**src/rtl/psnn_pkg.sv**
```systemverilog
// ----------------------------------------------------------------------------
// psnn_pkg: shared definitions for the point set nearest neighbor search
// Widths, field positions, operation codes, state types and the structs that
// link the sequencer, the distance unit and the point memory.
// ----------------------------------------------------------------------------
`default_nettype none

package psnn_pkg;

    // Store size and coordinate format.
    localparam int MAX_POINTS  = 64;
    localparam int COORD_WIDTH = 16;

    // Fixed field widths of the stream words.
    localparam int OPER_W   = 2;
    localparam int K_W      = 7;
    localparam int RADIUS_W = 17;
    localparam int PIDX_W   = 6;

    // Index and count widths that follow from the store size.
    localparam int IDX_W = (MAX_POINTS > 1) ? $clog2(MAX_POINTS) : 1;
    localparam int CNT_W = $clog2(MAX_POINTS + 1);
    localparam int KC_W  = (K_W > CNT_W) ? K_W : CNT_W;

    // Distance arithmetic widths: a magnitude is wide enough for a
    // coordinate difference and for the radius, a distance adds a carry.
    localparam int MAG_W  = (COORD_WIDTH + 1 > RADIUS_W) ? COORD_WIDTH + 1 : RADIUS_W;
    localparam int OP_W   = MAG_W + 1;
    localparam int SQ_W   = 2 * MAG_W;
    localparam int DIST_W = SQ_W + 1;

    // One stored point: y in the upper half, x in the lower half.
    localparam int PT_W = 2 * COORD_WIDTH;

    // Input word layout, lowest bit first.
    localparam int X_LSB      = 0;
    localparam int Y_LSB      = X_LSB + COORD_WIDTH;
    localparam int FIRST_BIT  = Y_LSB + COORD_WIDTH;
    localparam int K_LSB      = FIRST_BIT + 1;
    localparam int R_LSB      = K_LSB + K_W;
    localparam int S_FIELDS_W = R_LSB + RADIUS_W;
    localparam int S_TDATA_W  = ((S_FIELDS_W + 7) / 8) * 8;

    // Output word layout: the point index alone, padded to a byte.
    localparam int M_TDATA_W = ((PIDX_W + 7) / 8) * 8;

    // Operation codes carried in the input tuser.
    typedef enum logic [OPER_W-1:0] {
        OP_LOAD    = 2'd0,
        OP_NEAREST = 2'd1,
        OP_KNN     = 2'd2,
        OP_RADIUS  = 2'd3
    } op_t;

    // Sequencer states.
    typedef enum logic [3:0] {
        S_IDLE,
        S_RSQ_GO,
        S_RSQ_WAIT,
        S_READ,
        S_LAUNCH,
        S_CALC,
        S_EVAL,
        S_FINISH,
        S_EMPTY
    } seq_state_t;

    // Distance unit steps.
    typedef enum logic [1:0] {
        DS_IDLE,
        DS_SQ_X,
        DS_SQ_Y,
        DS_SUM
    } dist_step_t;

    // Request to the distance unit: |xa-xb|^2 + |ya-yb|^2.
    typedef struct packed {
        logic                   start;
        logic signed [OP_W-1:0] xa;
        logic signed [OP_W-1:0] xb;
        logic signed [OP_W-1:0] ya;
        logic signed [OP_W-1:0] yb;
    } dist_req_t;

    // Response of the distance unit; dsq holds until the next request.
    typedef struct packed {
        logic              done;
        logic [DIST_W-1:0] dsq;
    } dist_rsp_t;

    // Result word handed from the sequencer to the output register.
    typedef struct packed {
        logic              valid;
        logic [PIDX_W-1:0] idx;
        logic              found;
        logic              last;
    } emit_t;

    // Point memory access.
    typedef struct packed {
        logic             we;
        logic [IDX_W-1:0] waddr;
        logic [PT_W-1:0]  wdata;
        logic [IDX_W-1:0] raddr;
    } ram_req_t;

endpackage

`default_nettype wire

```
**src/rtl/psnn_ram.sv**
```systemverilog
// ----------------------------------------------------------------------------
// psnn_ram: generic single-port-write, single-port-read memory
// One write and one registered read per cycle.
// ----------------------------------------------------------------------------
`default_nettype none

module psnn_ram #(
    parameter int WIDTH = 8,
    parameter int DEPTH = 64
) (
    input  wire logic                                     aclk,
    input  wire logic                                     we,
    input  wire logic [((DEPTH > 1) ? $clog2(DEPTH) : 1)-1:0] waddr,
    input  wire logic [WIDTH-1:0]                         wdata,
    input  wire logic [((DEPTH > 1) ? $clog2(DEPTH) : 1)-1:0] raddr,
    output logic      [WIDTH-1:0]                         rdata
);

    logic [WIDTH-1:0] mem_reg [DEPTH];
    logic [WIDTH-1:0] rdata_reg;

    // Write port and registered read port.
    always_ff @(posedge aclk) begin
        if (we) begin
            mem_reg[waddr] <= wdata;
        end
        rdata_reg <= mem_reg[raddr];
    end

    assign rdata = rdata_reg;

endmodule

`default_nettype wire

```
**src/rtl/psnn_dist_unit.sv**
```systemverilog
// ----------------------------------------------------------------------------
// psnn_dist_unit: shared squared distance unit
// Forms |xa-xb|^2 + |ya-yb|^2 with a single multiplier used twice, then adds
// the two squares in the steps DS_SQ_X, DS_SQ_Y and DS_SUM; done marks the result.
// ----------------------------------------------------------------------------
`default_nettype none

module psnn_dist_unit (
    input  wire logic                 aclk,
    input  wire logic                 aresetn,
    input  wire psnn_pkg::dist_req_t  req,
    output psnn_pkg::dist_rsp_t       rsp
);
    import psnn_pkg::*;

    dist_step_t             step_reg, step_next;
    logic [MAG_W-1:0]       opnd_reg, opnd_next;
    logic [MAG_W-1:0]       opnd2_reg, opnd2_next;
    logic [SQ_W-1:0]        prod_reg, prod_next;
    logic [SQ_W-1:0]        acc_reg, acc_next;
    logic [DIST_W-1:0]      dist_reg, dist_next;
    logic                   done_reg, done_next;
    logic [SQ_W-1:0]        square;
    logic signed [OP_W-1:0] dx, dy;

    function automatic logic [MAG_W-1:0] magnitude(input logic signed [OP_W-1:0] d);
        logic signed [OP_W-1:0] neg;
        neg = -d;
        return d[OP_W-1] ? neg[MAG_W-1:0] : d[MAG_W-1:0];
    endfunction

    // Differences of the operand pairs; their magnitudes fit MAG_W bits.
    assign dx = req.xa - req.xb;
    assign dy = req.ya - req.yb;

    // The one multiplier of the unit.
    assign square = opnd_reg * opnd_reg;

    // Step sequence.
    always_comb begin
        step_next = step_reg;
        unique case (step_reg)
            DS_IDLE: begin
                if (req.start) begin
                    step_next = DS_SQ_X;
                end
            end
            DS_SQ_X: step_next = DS_SQ_Y;
            DS_SQ_Y: step_next = DS_SUM;
            DS_SUM:  step_next = DS_IDLE;
        endcase
    end

    // Datapath per step.
    always_comb begin
        opnd_next  = opnd_reg;
        opnd2_next = opnd2_reg;
        prod_next  = prod_reg;
        acc_next   = acc_reg;
        dist_next  = dist_reg;
        done_next  = 1'b0;
        unique case (step_reg)
            DS_IDLE: begin
                if (req.start) begin
                    opnd_next  = magnitude(dx);
                    opnd2_next = magnitude(dy);
                end
            end
            DS_SQ_X: begin
                prod_next = square;
                opnd_next = opnd2_reg;
            end
            DS_SQ_Y: begin
                acc_next  = prod_reg;
                prod_next = square;
            end
            DS_SUM: begin
                dist_next = DIST_W'(acc_reg) + DIST_W'(prod_reg);
                done_next = 1'b1;
            end
        endcase
    end

    // Control state is reset; operands and products are not.
    always_ff @(posedge aclk) begin
        if (!aresetn) begin
            step_reg <= DS_IDLE;
            done_reg <= 1'b0;
        end else begin
            step_reg <= step_next;
            done_reg <= done_next;
        end
        opnd_reg  <= opnd_next;
        opnd2_reg <= opnd2_next;
        prod_reg  <= prod_next;
        acc_reg   <= acc_next;
        dist_reg  <= dist_next;
    end

    assign rsp.done = done_reg;
    assign rsp.dsq  = dist_reg;

endmodule

`default_nettype wire

```
**src/rtl/psnn_seq.sv**
```systemverilog
// ----------------------------------------------------------------------------
// psnn_seq: load and query sequencer
// Stores points, then for each query walks the stored points through the
// shared distance unit. Nearest takes one pass; k-nearest takes one pass per
// answer, each pass picking the smallest (distance, index) pair above the
// one picked before; radius search reports hits one behind, so the final
// hit can carry the last flag.
// ----------------------------------------------------------------------------
`default_nettype none

module psnn_seq (
    input  wire logic                               aclk,
    input  wire logic                               aresetn,
    input  wire logic                               s_valid,
    output logic                                    s_ready,
    input  wire psnn_pkg::op_t                      op,
    input  wire logic signed [psnn_pkg::COORD_WIDTH-1:0] x_coord,
    input  wire logic signed [psnn_pkg::COORD_WIDTH-1:0] y_coord,
    input  wire logic                               first_point,
    input  wire logic [psnn_pkg::K_W-1:0]           k_count,
    input  wire logic [psnn_pkg::RADIUS_W-1:0]      radius,
    output psnn_pkg::ram_req_t                      ram_req,
    input  wire logic [psnn_pkg::PT_W-1:0]          ram_rdata,
    output psnn_pkg::dist_req_t                     dist_req,
    input  wire psnn_pkg::dist_rsp_t                dist_rsp,
    output psnn_pkg::emit_t                         emit,
    input  wire logic                               out_free
);
    import psnn_pkg::*;

    seq_state_t               state_reg, state_next;
    logic [CNT_W-1:0]         count_reg, count_next;
    op_t                      op_reg, op_next;
    logic signed [COORD_WIDTH-1:0] qx_reg, qx_next, qy_reg, qy_next;
    logic [RADIUS_W-1:0]      radius_reg, radius_next;
    logic [CNT_W-1:0]         want_reg, want_next;
    logic [CNT_W-1:0]         pass_reg, pass_next;
    logic [IDX_W-1:0]         idx_reg, idx_next;
    logic [DIST_W-1:0]        r2_reg, r2_next;
    logic                     have_reg, have_next;
    logic [DIST_W-1:0]        best_d_reg, best_d_next;
    logic [IDX_W-1:0]         best_i_reg, best_i_next;
    logic [DIST_W-1:0]        prev_d_reg, prev_d_next;
    logic [IDX_W-1:0]         prev_i_reg, prev_i_next;
    logic                     pend_valid_reg, pend_valid_next;
    logic [IDX_W-1:0]         pend_i_reg, pend_i_next;

    logic                     accept;
    logic                     room;
    logic                     last_pt;
    logic                     hit;
    logic                     above_prev;
    logic                     better;
    logic                     eval_stall;
    logic                     knn_last;
    logic [KC_W-1:0]          k_ext, n_ext;
    logic [CNT_W-1:0]         want_calc;
    logic signed [COORD_WIDTH-1:0] px, py;

    // Shared conditions.
    assign accept     = s_valid && (state_reg == S_IDLE);
    assign room       = count_reg < CNT_W'(MAX_POINTS);
    assign last_pt    = (CNT_W'(idx_reg) + CNT_W'(1)) == count_reg;
    assign hit        = dist_rsp.dsq <= r2_reg;
    assign above_prev = (dist_rsp.dsq > prev_d_reg)
                     || ((dist_rsp.dsq == prev_d_reg) && (idx_reg > prev_i_reg));
    assign better     = ((op_reg != OP_KNN) || (pass_reg == '0) || above_prev)
                     && (!have_reg || (dist_rsp.dsq < best_d_reg));
    assign eval_stall = (op_reg == OP_RADIUS) && hit && pend_valid_reg && !out_free;
    assign knn_last   = (pass_reg + CNT_W'(1)) == want_reg;
    assign k_ext      = KC_W'(k_count);
    assign n_ext      = KC_W'(count_reg);
    assign want_calc  = (k_ext < n_ext) ? CNT_W'(k_ext) : count_reg;
    assign px         = ram_rdata[COORD_WIDTH-1:0];
    assign py         = ram_rdata[PT_W-1:COORD_WIDTH];

    // Next state.
    always_comb begin
        state_next = state_reg;
        unique case (state_reg)
            S_IDLE: begin
                if (accept) begin
                    unique case (op)
                        OP_LOAD:    state_next = S_IDLE;
                        OP_NEAREST: state_next = (count_reg == '0) ? S_EMPTY : S_READ;
                        OP_KNN:     state_next = (want_calc == '0) ? S_EMPTY : S_READ;
                        OP_RADIUS:  state_next = S_RSQ_GO;
                    endcase
                end
            end
            S_RSQ_GO: state_next = S_RSQ_WAIT;
            S_RSQ_WAIT: begin
                if (dist_rsp.done) begin
                    state_next = (count_reg == '0) ? S_FINISH : S_READ;
                end
            end
            S_READ:   state_next = S_LAUNCH;
            S_LAUNCH: state_next = S_CALC;
            S_CALC: begin
                if (dist_rsp.done) begin
                    state_next = S_EVAL;
                end
            end
            S_EVAL: begin
                if (!eval_stall) begin
                    state_next = last_pt ? S_FINISH : S_READ;
                end
            end
            S_FINISH: begin
                if (out_free) begin
                    state_next = ((op_reg == OP_KNN) && !knn_last) ? S_READ : S_IDLE;
                end
            end
            S_EMPTY: begin
                if (out_free) begin
                    state_next = S_IDLE;
                end
            end
            default: state_next = S_IDLE;
        endcase
    end

    // Outputs: handshake, memory access, distance requests and result words.
    always_comb begin
        s_ready       = (state_reg == S_IDLE);
        ram_req.we    = accept && (op == OP_LOAD) && (first_point || room);
        ram_req.waddr = first_point ? '0 : count_reg[IDX_W-1:0];
        ram_req.wdata = {y_coord, x_coord};
        ram_req.raddr = idx_reg;

        dist_req.start = (state_reg == S_RSQ_GO) || (state_reg == S_LAUNCH);
        if (state_reg == S_RSQ_GO) begin
            dist_req.xa = OP_W'(radius_reg);
            dist_req.xb = '0;
            dist_req.ya = '0;
            dist_req.yb = '0;
        end else begin
            dist_req.xa = OP_W'(qx_reg);
            dist_req.xb = OP_W'(px);
            dist_req.ya = OP_W'(qy_reg);
            dist_req.yb = OP_W'(py);
        end

        emit = '0;
        unique case (state_reg)
            S_EVAL: begin
                // A new hit releases the one held back, which is then not last.
                if ((op_reg == OP_RADIUS) && hit && pend_valid_reg && out_free) begin
                    emit.valid = 1'b1;
                    emit.idx   = PIDX_W'(pend_i_reg);
                    emit.found = 1'b1;
                    emit.last  = 1'b0;
                end
            end
            S_FINISH: begin
                if (out_free) begin
                    emit.valid = 1'b1;
                    if (op_reg == OP_RADIUS) begin
                        // With no hit held back this is the empty answer at index zero.
                        emit.idx   = pend_valid_reg ? PIDX_W'(pend_i_reg) : '0;
                        emit.found = pend_valid_reg;
                        emit.last  = 1'b1;
                    end else begin
                        emit.idx   = PIDX_W'(best_i_reg);
                        emit.found = 1'b1;
                        emit.last  = (op_reg == OP_KNN) ? knn_last : 1'b1;
                    end
                end
            end
            S_EMPTY: begin
                if (out_free) begin
                    emit.valid = 1'b1;
                    emit.last  = 1'b1;
                end
            end
            default: emit = '0;
        endcase
    end

    // Datapath next values.
    always_comb begin
        count_next      = count_reg;
        op_next         = op_reg;
        qx_next         = qx_reg;
        qy_next         = qy_reg;
        radius_next     = radius_reg;
        want_next       = want_reg;
        pass_next       = pass_reg;
        idx_next        = idx_reg;
        r2_next         = r2_reg;
        have_next       = have_reg;
        best_d_next     = best_d_reg;
        best_i_next     = best_i_reg;
        prev_d_next     = prev_d_reg;
        prev_i_next     = prev_i_reg;
        pend_valid_next = pend_valid_reg;
        pend_i_next     = pend_i_reg;
        unique case (state_reg)
            S_IDLE: begin
                if (accept) begin
                    if (op == OP_LOAD) begin
                        // A first point restarts the set; a full set drops loads.
                        if (first_point) begin
                            count_next = CNT_W'(1);
                        end else if (room) begin
                            count_next = count_reg + CNT_W'(1);
                        end
                    end else begin
                        op_next         = op;
                        qx_next         = x_coord;
                        qy_next         = y_coord;
                        radius_next     = radius;
                        want_next       = want_calc;
                        pass_next       = '0;
                        idx_next        = '0;
                        have_next       = 1'b0;
                        pend_valid_next = 1'b0;
                    end
                end
            end
            S_RSQ_WAIT: begin
                if (dist_rsp.done) begin
                    r2_next = dist_rsp.dsq;
                end
            end
            S_EVAL: begin
                if (!eval_stall) begin
                    if (op_reg == OP_RADIUS) begin
                        if (hit) begin
                            pend_valid_next = 1'b1;
                            pend_i_next     = idx_reg;
                        end
                    end else if (better) begin
                        have_next   = 1'b1;
                        best_d_next = dist_rsp.dsq;
                        best_i_next = idx_reg;
                    end
                    if (!last_pt) begin
                        idx_next = idx_reg + IDX_W'(1);
                    end
                end
            end
            S_FINISH: begin
                // Set up the next k-nearest pass above the pair just reported.
                if (out_free && (op_reg == OP_KNN) && !knn_last) begin
                    prev_d_next = best_d_reg;
                    prev_i_next = best_i_reg;
                    pass_next   = pass_reg + CNT_W'(1);
                    have_next   = 1'b0;
                    idx_next    = '0;
                end
            end
            default: begin
                have_next = have_reg;
            end
        endcase
    end

    // Registers.
    always_ff @(posedge aclk) begin
        if (!aresetn) begin
            state_reg      <= S_IDLE;
            count_reg      <= '0;
            have_reg       <= 1'b0;
            pend_valid_reg <= 1'b0;
        end else begin
            state_reg      <= state_next;
            count_reg      <= count_next;
            have_reg       <= have_next;
            pend_valid_reg <= pend_valid_next;
        end
        op_reg     <= op_next;
        qx_reg     <= qx_next;
        qy_reg     <= qy_next;
        radius_reg <= radius_next;
        want_reg   <= want_next;
        pass_reg   <= pass_next;
        idx_reg    <= idx_next;
        r2_reg     <= r2_next;
        best_d_reg <= best_d_next;
        best_i_reg <= best_i_next;
        prev_d_reg <= prev_d_next;
        prev_i_reg <= prev_i_next;
        pend_i_reg <= pend_i_next;
    end

endmodule

`default_nettype wire

```
**src/rtl/point_set_nearest_neighbor_search.sv**
```systemverilog
// ----------------------------------------------------------------------------
// point_set_nearest_neighbor_search: brute-force nearest neighbor search
// Stores up to MAX_POINTS 2-D points and answers nearest, k-nearest and
// radius queries by scanning every stored point.
//
//   channel  dir  tdata (low bit first)                      tuser       tlast
//   s_       in   x, y, first_point, k_count, radius, pad    operation   -
//   m_       out  point_index, pad                           found       last_result
//
// A load keeps the input side ready and can be followed at once by the next word.
// A query scans the stored points through one shared distance unit: radius
// and nearest take one pass, k-nearest takes min(k_count, count) passes.
// The input side is not ready while a query runs; results leave through one
// output register, and a stalled m_tready holds the scan.
// aresetn empties the point set; the point memory itself is not cleared.
// ----------------------------------------------------------------------------
`default_nettype none

module point_set_nearest_neighbor_search (
    input  wire logic                             aclk,
    input  wire logic                             aresetn,
    input  wire logic                             s_tvalid,
    output logic                                  s_tready,
    // x_coord, y_coord, first_point, k_count, radius, zero pad
    input  wire logic [psnn_pkg::S_TDATA_W-1:0]   s_tdata,
    // operation
    input  wire logic [psnn_pkg::OPER_W-1:0]      s_tuser,
    output logic                                  m_tvalid,
    input  wire logic                             m_tready,
    // point_index, zero pad
    output logic [psnn_pkg::M_TDATA_W-1:0]        m_tdata,
    // found
    output logic                                  m_tuser,
    // last_result
    output logic                                  m_tlast
);
    import psnn_pkg::*;

    ram_req_t          ram_req;
    logic [PT_W-1:0]   ram_rdata;
    dist_req_t         dist_req;
    dist_rsp_t         dist_rsp;
    emit_t             emit;
    logic              out_free;
    logic              m_valid_reg, m_valid_next;
    logic [PIDX_W-1:0] m_idx_reg;
    logic              m_found_reg;
    logic              m_last_reg;

    // Sequencer with the input word unpacked.
    psnn_seq u_seq (
        .aclk        (aclk),
        .aresetn     (aresetn),
        .s_valid     (s_tvalid),
        .s_ready     (s_tready),
        .op          (op_t'(s_tuser)),
        .x_coord     (s_tdata[X_LSB +: COORD_WIDTH]),
        .y_coord     (s_tdata[Y_LSB +: COORD_WIDTH]),
        .first_point (s_tdata[FIRST_BIT]),
        .k_count     (s_tdata[K_LSB +: K_W]),
        .radius      (s_tdata[R_LSB +: RADIUS_W]),
        .ram_req     (ram_req),
        .ram_rdata   (ram_rdata),
        .dist_req    (dist_req),
        .dist_rsp    (dist_rsp),
        .emit        (emit),
        .out_free    (out_free)
    );

    // Point memory, one {y, x} entry per stored point.
    psnn_ram #(
        .WIDTH (PT_W),
        .DEPTH (MAX_POINTS)
    ) u_ram (
        .aclk  (aclk),
        .we    (ram_req.we),
        .waddr (ram_req.waddr),
        .wdata (ram_req.wdata),
        .raddr (ram_req.raddr),
        .rdata (ram_rdata)
    );

    // Shared squared distance unit.
    psnn_dist_unit u_dist (
        .aclk    (aclk),
        .aresetn (aresetn),
        .req     (dist_req),
        .rsp     (dist_rsp)
    );

    // Output register: free when empty or being taken this cycle.
    assign out_free     = !m_valid_reg || m_tready;
    assign m_valid_next = emit.valid ? 1'b1 : (m_tready ? 1'b0 : m_valid_reg);

    always_ff @(posedge aclk) begin
        if (!aresetn) begin
            m_valid_reg <= 1'b0;
        end else begin
            m_valid_reg <= m_valid_next;
        end
        if (emit.valid) begin
            m_idx_reg   <= emit.idx;
            m_found_reg <= emit.found;
            m_last_reg  <= emit.last;
        end
    end

    assign m_tvalid = m_valid_reg;
    assign m_tdata  = M_TDATA_W'(m_idx_reg);
    assign m_tuser  = m_found_reg;
    assign m_tlast  = m_last_reg;

endmodule

`default_nettype wire

```
**config.mk**
```make
export PLATFORM = sky130hd
export DESIGN_NAME = point_set_nearest_neighbor_search
export DESIGN_NICKNAME = d
export VERILOG_FILES = /design/src/rtl/psnn_pkg.sv /design/src/rtl/psnn_ram.sv /design/src/rtl/psnn_dist_unit.sv /design/src/rtl/psnn_seq.sv /design/src/rtl/point_set_nearest_neighbor_search.sv
export SDC_FILE = /design/constraint.sdc
export NUM_CORES = 2
export LEC_CHECK = 0
export ABC_AREA = 1
export BUFFER_PORTS_ARGS = -buffer_cell sky130_fd_sc_hd__buf_4
export CAP_MARGIN = 40
export CORE_MARGIN = 2
export CORE_UTILIZATION = 34
export DETAILED_ROUTE_END_ITERATION = 6
export PLACE_DENSITY = 0.55
export SLEW_MARGIN = 0
export SYNTH_ARGS = -nofsm -noshare
export SYNTH_HDL_FRONTEND = slang
export SYNTH_SLANG_ARGS = --single-unit
```
**constraint.sdc**
```tcl
create_clock -name aclk -period 6.4 [get_ports aclk]
set_input_delay 0 -clock aclk [delete_from_list [all_inputs] [get_ports aclk]]
set_output_delay 0 -clock aclk [all_outputs]
set_load 0.01 [all_outputs]
```
==> results.py <==
metrics = {
    "status": {
        "run_status": "finished, final reports clean",
    },
    "detailed_routing": {
        "wirelength_mm": 316,
        "routed_via_density": 5.40,
        "first_pass_iters": 6,
        "post-route-drc-count": 0,
        "ant_nets": 0,
        "route.vias.total": 69300,
        "drt_first_iter_violations": 7433,
        "route.detailed.wl_per_inst_um": 24.7,
    },
    "floorplanning": {
        "die_h_um": 564,
        "floorplan.die_area_um2": 318000,
        "coreArea_um2": 312000,
        "initial_utilization_pct": 34.2,
        "row_count": 205,
        "die_w_um": 564,
        "top_level_ports": 82,
    },
    "place": {
        "globalplace.congestion": 0.853,
        "hpwl_mm": 186,
        "io_buffer_count": 72,
    },
    "synth": {
        "synthesis.area_um2": 107000,
        "post_synth_most_frequent_cells": "2385 x sky130_fd_sc_hd__edfxtp_1, 1296 x sky130_fd_sc_hd__nand2_1, 1197 x sky130_fd_sc_hd__a21oi_1",
        "netlist_top_cells_area": "sky130_fd_sc_hd__edfxtp_1 67%, sky130_fd_sc_hd__a21oi_1 5.6%, sky130_fd_sc_hd__nand2_1 4.6%, sky130_fd_sc_hd__o221ai_1 4.2%, sky130_fd_sc_hd__fa_1 3.6%",
        "post_synthesis_instance_total": 8306,
        "synth_area_leader_cell": "sky130_fd_sc_hd__edfxtp_1",
        "synthAdderAreaFrac_pct": 7.17,
        "synth_ff_type": "sky130_fd_sc_hd__edfxtp_1",
        "synth_compound_gate_area_share_pct": 11.9,
        "synth_cell_types": 59,
        "synthesized_area_fraction_occupied_by_xor_and_xnor_cells_pct": 0.938,
        "syn_area_per_cell_um2": 12.9,
        "synth.most_common_cell": "sky130_fd_sc_hd__edfxtp_1",
        "synth.yosys.warnings": 0,
        "asyncSetResetFlopFracSynth_pct": 0,
        "synth_enable_flop_cells": 2385,
        "seq_area_frac_synth_pct": 68.0,
        "synth_top_family_by_area": "compound AO/OA/AOI/OAI gates",
        "yosys_register_bits": 2434,
        "yosys.area.top_type_share_pct": 67.1,
        "synthMuxAreaShare_pct": 0.00938,
        "post_synth_and_or_nand_nor_area_fraction_pct": 7.78,
    },
    "flow_run": {
        "drv_cap": 0,
    },
    "worst_hold_path": {
        "worstHoldPathCells": 2,
        "whs_endpoint": "u_seq.op_reg[0]",
        "worstHoldPathType": "primary input to flip-flop",
        "timing.hold.worst.start": "s_tuser[0]",
    },
    "sta": {
        "fin_crit_sh_pct": 94.8,
        "grt_setup_unrepaired": "no",
        "achievable-frequency_ghz": 0.165,
        "worst_pin_slew_ns": 1.07,
        "relSlewSlack_pct": 28.9,
        "fin_worst_skew_ns": 0.134,
        "finalWorstPathRequiredPeriod_ns": 6.07,
        "total_negative_slack_ns": 0,
        "hold_violations": 0,
        "setup-violations-final": 0,
        "slew_viol_final": 0,
    },
    "global_route": {
        "global_route.overflow_total": 0,
        "grt_antenna_before_repair": 16,
        "grt_first_pass_wirelength_mm": 461,
        "grt_pass1_vias": 68100,
        "grt.total_usage_pct": 19.4,
        "grt_max_degree": 149,
    },
    "cts": {
        "numClockSinks": 2434,
        "cts.reportedPaths.clkPinSlew_ns": 0.06,
        "tritoncts.num_buffers": 244,
        "clock_latency_ns": 0.95,
        "clk_path_buf_depth": 4,
        "cts.root.buffer_cell": "sky130_fd_sc_hd__clkbuf_16",
        "h_tree_depth": 4,
        "tritoncts": "built",
        "cts.repair.resized": 0,
    },
    "setup_path": {
        "critPathArrivalTime_ns": 6.65,
        "timing.critical_path.from_type": "flip-flop",
        "rr_worst_depth": 23,
        "r2r_setup_slack_ns": 0.33,
        "worstPathRequired_ns": 6.98,
        "cp_max_fo": 10,
        "critPathKind": "flip-flop to flip-flop",
        "setup.worst_path.end_class": "flip-flop",
        "regToRegEndpoint": "u_dist.prod_reg[32]",
        "reg2reg_launch_point": "u_dist.opnd_reg[11]",
    },
    "final_layout": {
        "design.final.nets": 9037,
        "syn2layout_area_growth_pct": 14.5,
        "largest_register_ff_count": 2048,
        "final_layout_size_suffix_gt1_share_pct": 8.59,
    },
}
[cells by family after synthesis]
| kind of cell | count (synthesis) |
|---|---|
| compound gates | 2119 |
| xor+xnor | 110 |
| fa+ha+maj | 496 |
| buf+inv | 1148 |
| flops | 2434 |
| mux | 1 |
| other cells | 1 |
| simple gates | 1997 |
[cell type report]
cell class | count | area [um2]
clock inverters | 135 | 1210
multi-input cells | 4725 | 30200
inverters | 697 | 2640
fillers | 29100 | 190000
repair buffers | 369 | 3750
clock buffers | 310 | 6600
flip-flops and latches | 2434 | 72600
well taps | 4140 | 5180
diodes | 11 | 27.5
[critical path: stages, from the launching register on]
cell,delay (ns)
sky130_fd_sc_hd__edfxtp_1,0.54
sky130_fd_sc_hd__buf_4,0.26
sky130_fd_sc_hd__nand2_1,0.14
sky130_fd_sc_hd__inv_1,0.08
sky130_fd_sc_hd__fa_1,0.52
sky130_fd_sc_hd__inv_1,0.06
sky130_fd_sc_hd__fa_1,0.51
sky130_fd_sc_hd__inv_1,0.06
sky130_fd_sc_hd__fa_1,0.55
sky130_fd_sc_hd__fa_1,0.43
sky130_fd_sc_hd__fa_1,0.49
sky130_fd_sc_hd__inv_1,0.05
sky130_fd_sc_hd__fa_1,0.48
sky130_fd_sc_hd__inv_1,0.04
sky130_fd_sc_hd__ha_1,0.36
sky130_fd_sc_hd__nand2_1,0.15
sky130_fd_sc_hd__nor2_1,0.13
sky130_fd_sc_hd__inv_1,0.06
sky130_fd_sc_hd__nor3_1,0.21
sky130_fd_sc_hd__nand3_1,0.12
sky130_fd_sc_hd__nand3_1,0.17
sky130_fd_sc_hd__a21boi_1,0.12
sky130_fd_sc_hd__o21ai_0,0.20
sky130_fd_sc_hd__xor2_1,0.09
[worst max path at each step]
stage / from / end / cells after the start
2_1_floorplan: u_dist.opnd_reg[7] / u_dist.prod_reg[32] / 23
3_3_place_gp: u_dist.opnd_reg[9] / u_dist.prod_reg[32] / 21
3_5_place_dp: u_dist.opnd_reg[9] / u_dist.prod_reg[29] / 22
4_1_cts: u_dist.opnd_reg[9] / u_dist.prod_reg[29] / 22
5_1_grt: u_dist.opnd_reg[11] / u_dist.prod_reg[32] / 23
6_report: u_dist.opnd_reg[11] / u_dist.prod_reg[32] / 23
[layer usage]
metal,vias to the layer above,GRT usage [%],share of wire (%),routed length (um)
li1,30900,-,-,-
met1,35100,26.7,43,135000
met2,2749,31.3,47,148000
met3,487,3.57,7.7,24500
met4,8,5.46,2.9,9100
met5,-,0,0.016,52
[placed cells by master, fill, tap and decap left out, types with 17 or more instances in the layout]
master / Yosys / final
sky130_fd_sc_hd__nand2_1: 1296 / 1295
sky130_fd_sc_hd__edfxtp_1: 2385 / 2385
sky130_fd_sc_hd__clkinv_2: 0 / 43
sky130_fd_sc_hd__nand3_1: 308 / 308
sky130_fd_sc_hd__dfxtp_1: 49 / 49
sky130_fd_sc_hd__fa_1: 193 / 193
sky130_fd_sc_hd__xnor2_1: 36 / 36
sky130_fd_sc_hd__buf_4: 4 / 225
sky130_fd_sc_hd__clkbuf_8: 0 / 18
sky130_fd_sc_hd__inv_1: 686 / 683
sky130_fd_sc_hd__clkbuf_16: 0 / 247
sky130_fd_sc_hd__o221ai_1: 514 / 514
sky130_fd_sc_hd__xor2_1: 72 / 72
sky130_fd_sc_hd__ha_1: 303 / 303
sky130_fd_sc_hd__nand3b_1: 20 / 20
sky130_fd_sc_hd__bufinv_16: 0 / 20
sky130_fd_sc_hd__nand4_1: 43 / 43
sky130_fd_sc_hd__nor2_4: 5 / 64
sky130_fd_sc_hd__o21ai_0: 320 / 320
sky130_fd_sc_hd__clkbuf_1: 327 / 45
sky130_fd_sc_hd__clkinv_1: 4 / 62
sky130_fd_sc_hd__a21o_1: 17 / 17
sky130_fd_sc_hd__a21oi_1: 1197 / 1197
sky130_fd_sc_hd__nor2_1: 240 / 181
sky130_fd_sc_hd__nor3_1: 34 / 26
sky130_fd_sc_hd__buf_12: 0 / 30
sky130_fd_sc_hd__dlygate4sd3_1: 0 / 88
[metrics by stage]
stage | area (um2) | utilization (%) | setup slack (ns) | hold slack [ns] | instances
after floorplan | 107000 | - | 0.600 | 0.0989 | 8307
after global placement | 113000 | 36.1 | 0.274 | 0.182 | 12200
after detailed placement | 113000 | 36.3 | 0.268 | 0.180 | 12300
after CTS | 122000 | 39.1 | 0.273 | 0.0116 | 12800
after global routing | 122000 | 39.2 | 0.0253 | 0.0447 | 12800
final | 122000 | 39.2 | 0.335 | 0.0574 | 12800
[repair_timing]
item | CTS | global route
hold buffers | 88 | 0
hold endpoints to repair | 2287 | 0
setup buffers | 0 | 5
setup endpoints to repair | 0 | 6
Power is left out: the tool's default activity adds up to more than one toggle a clock period on the data nets, which glitch-free logic cannot reach.
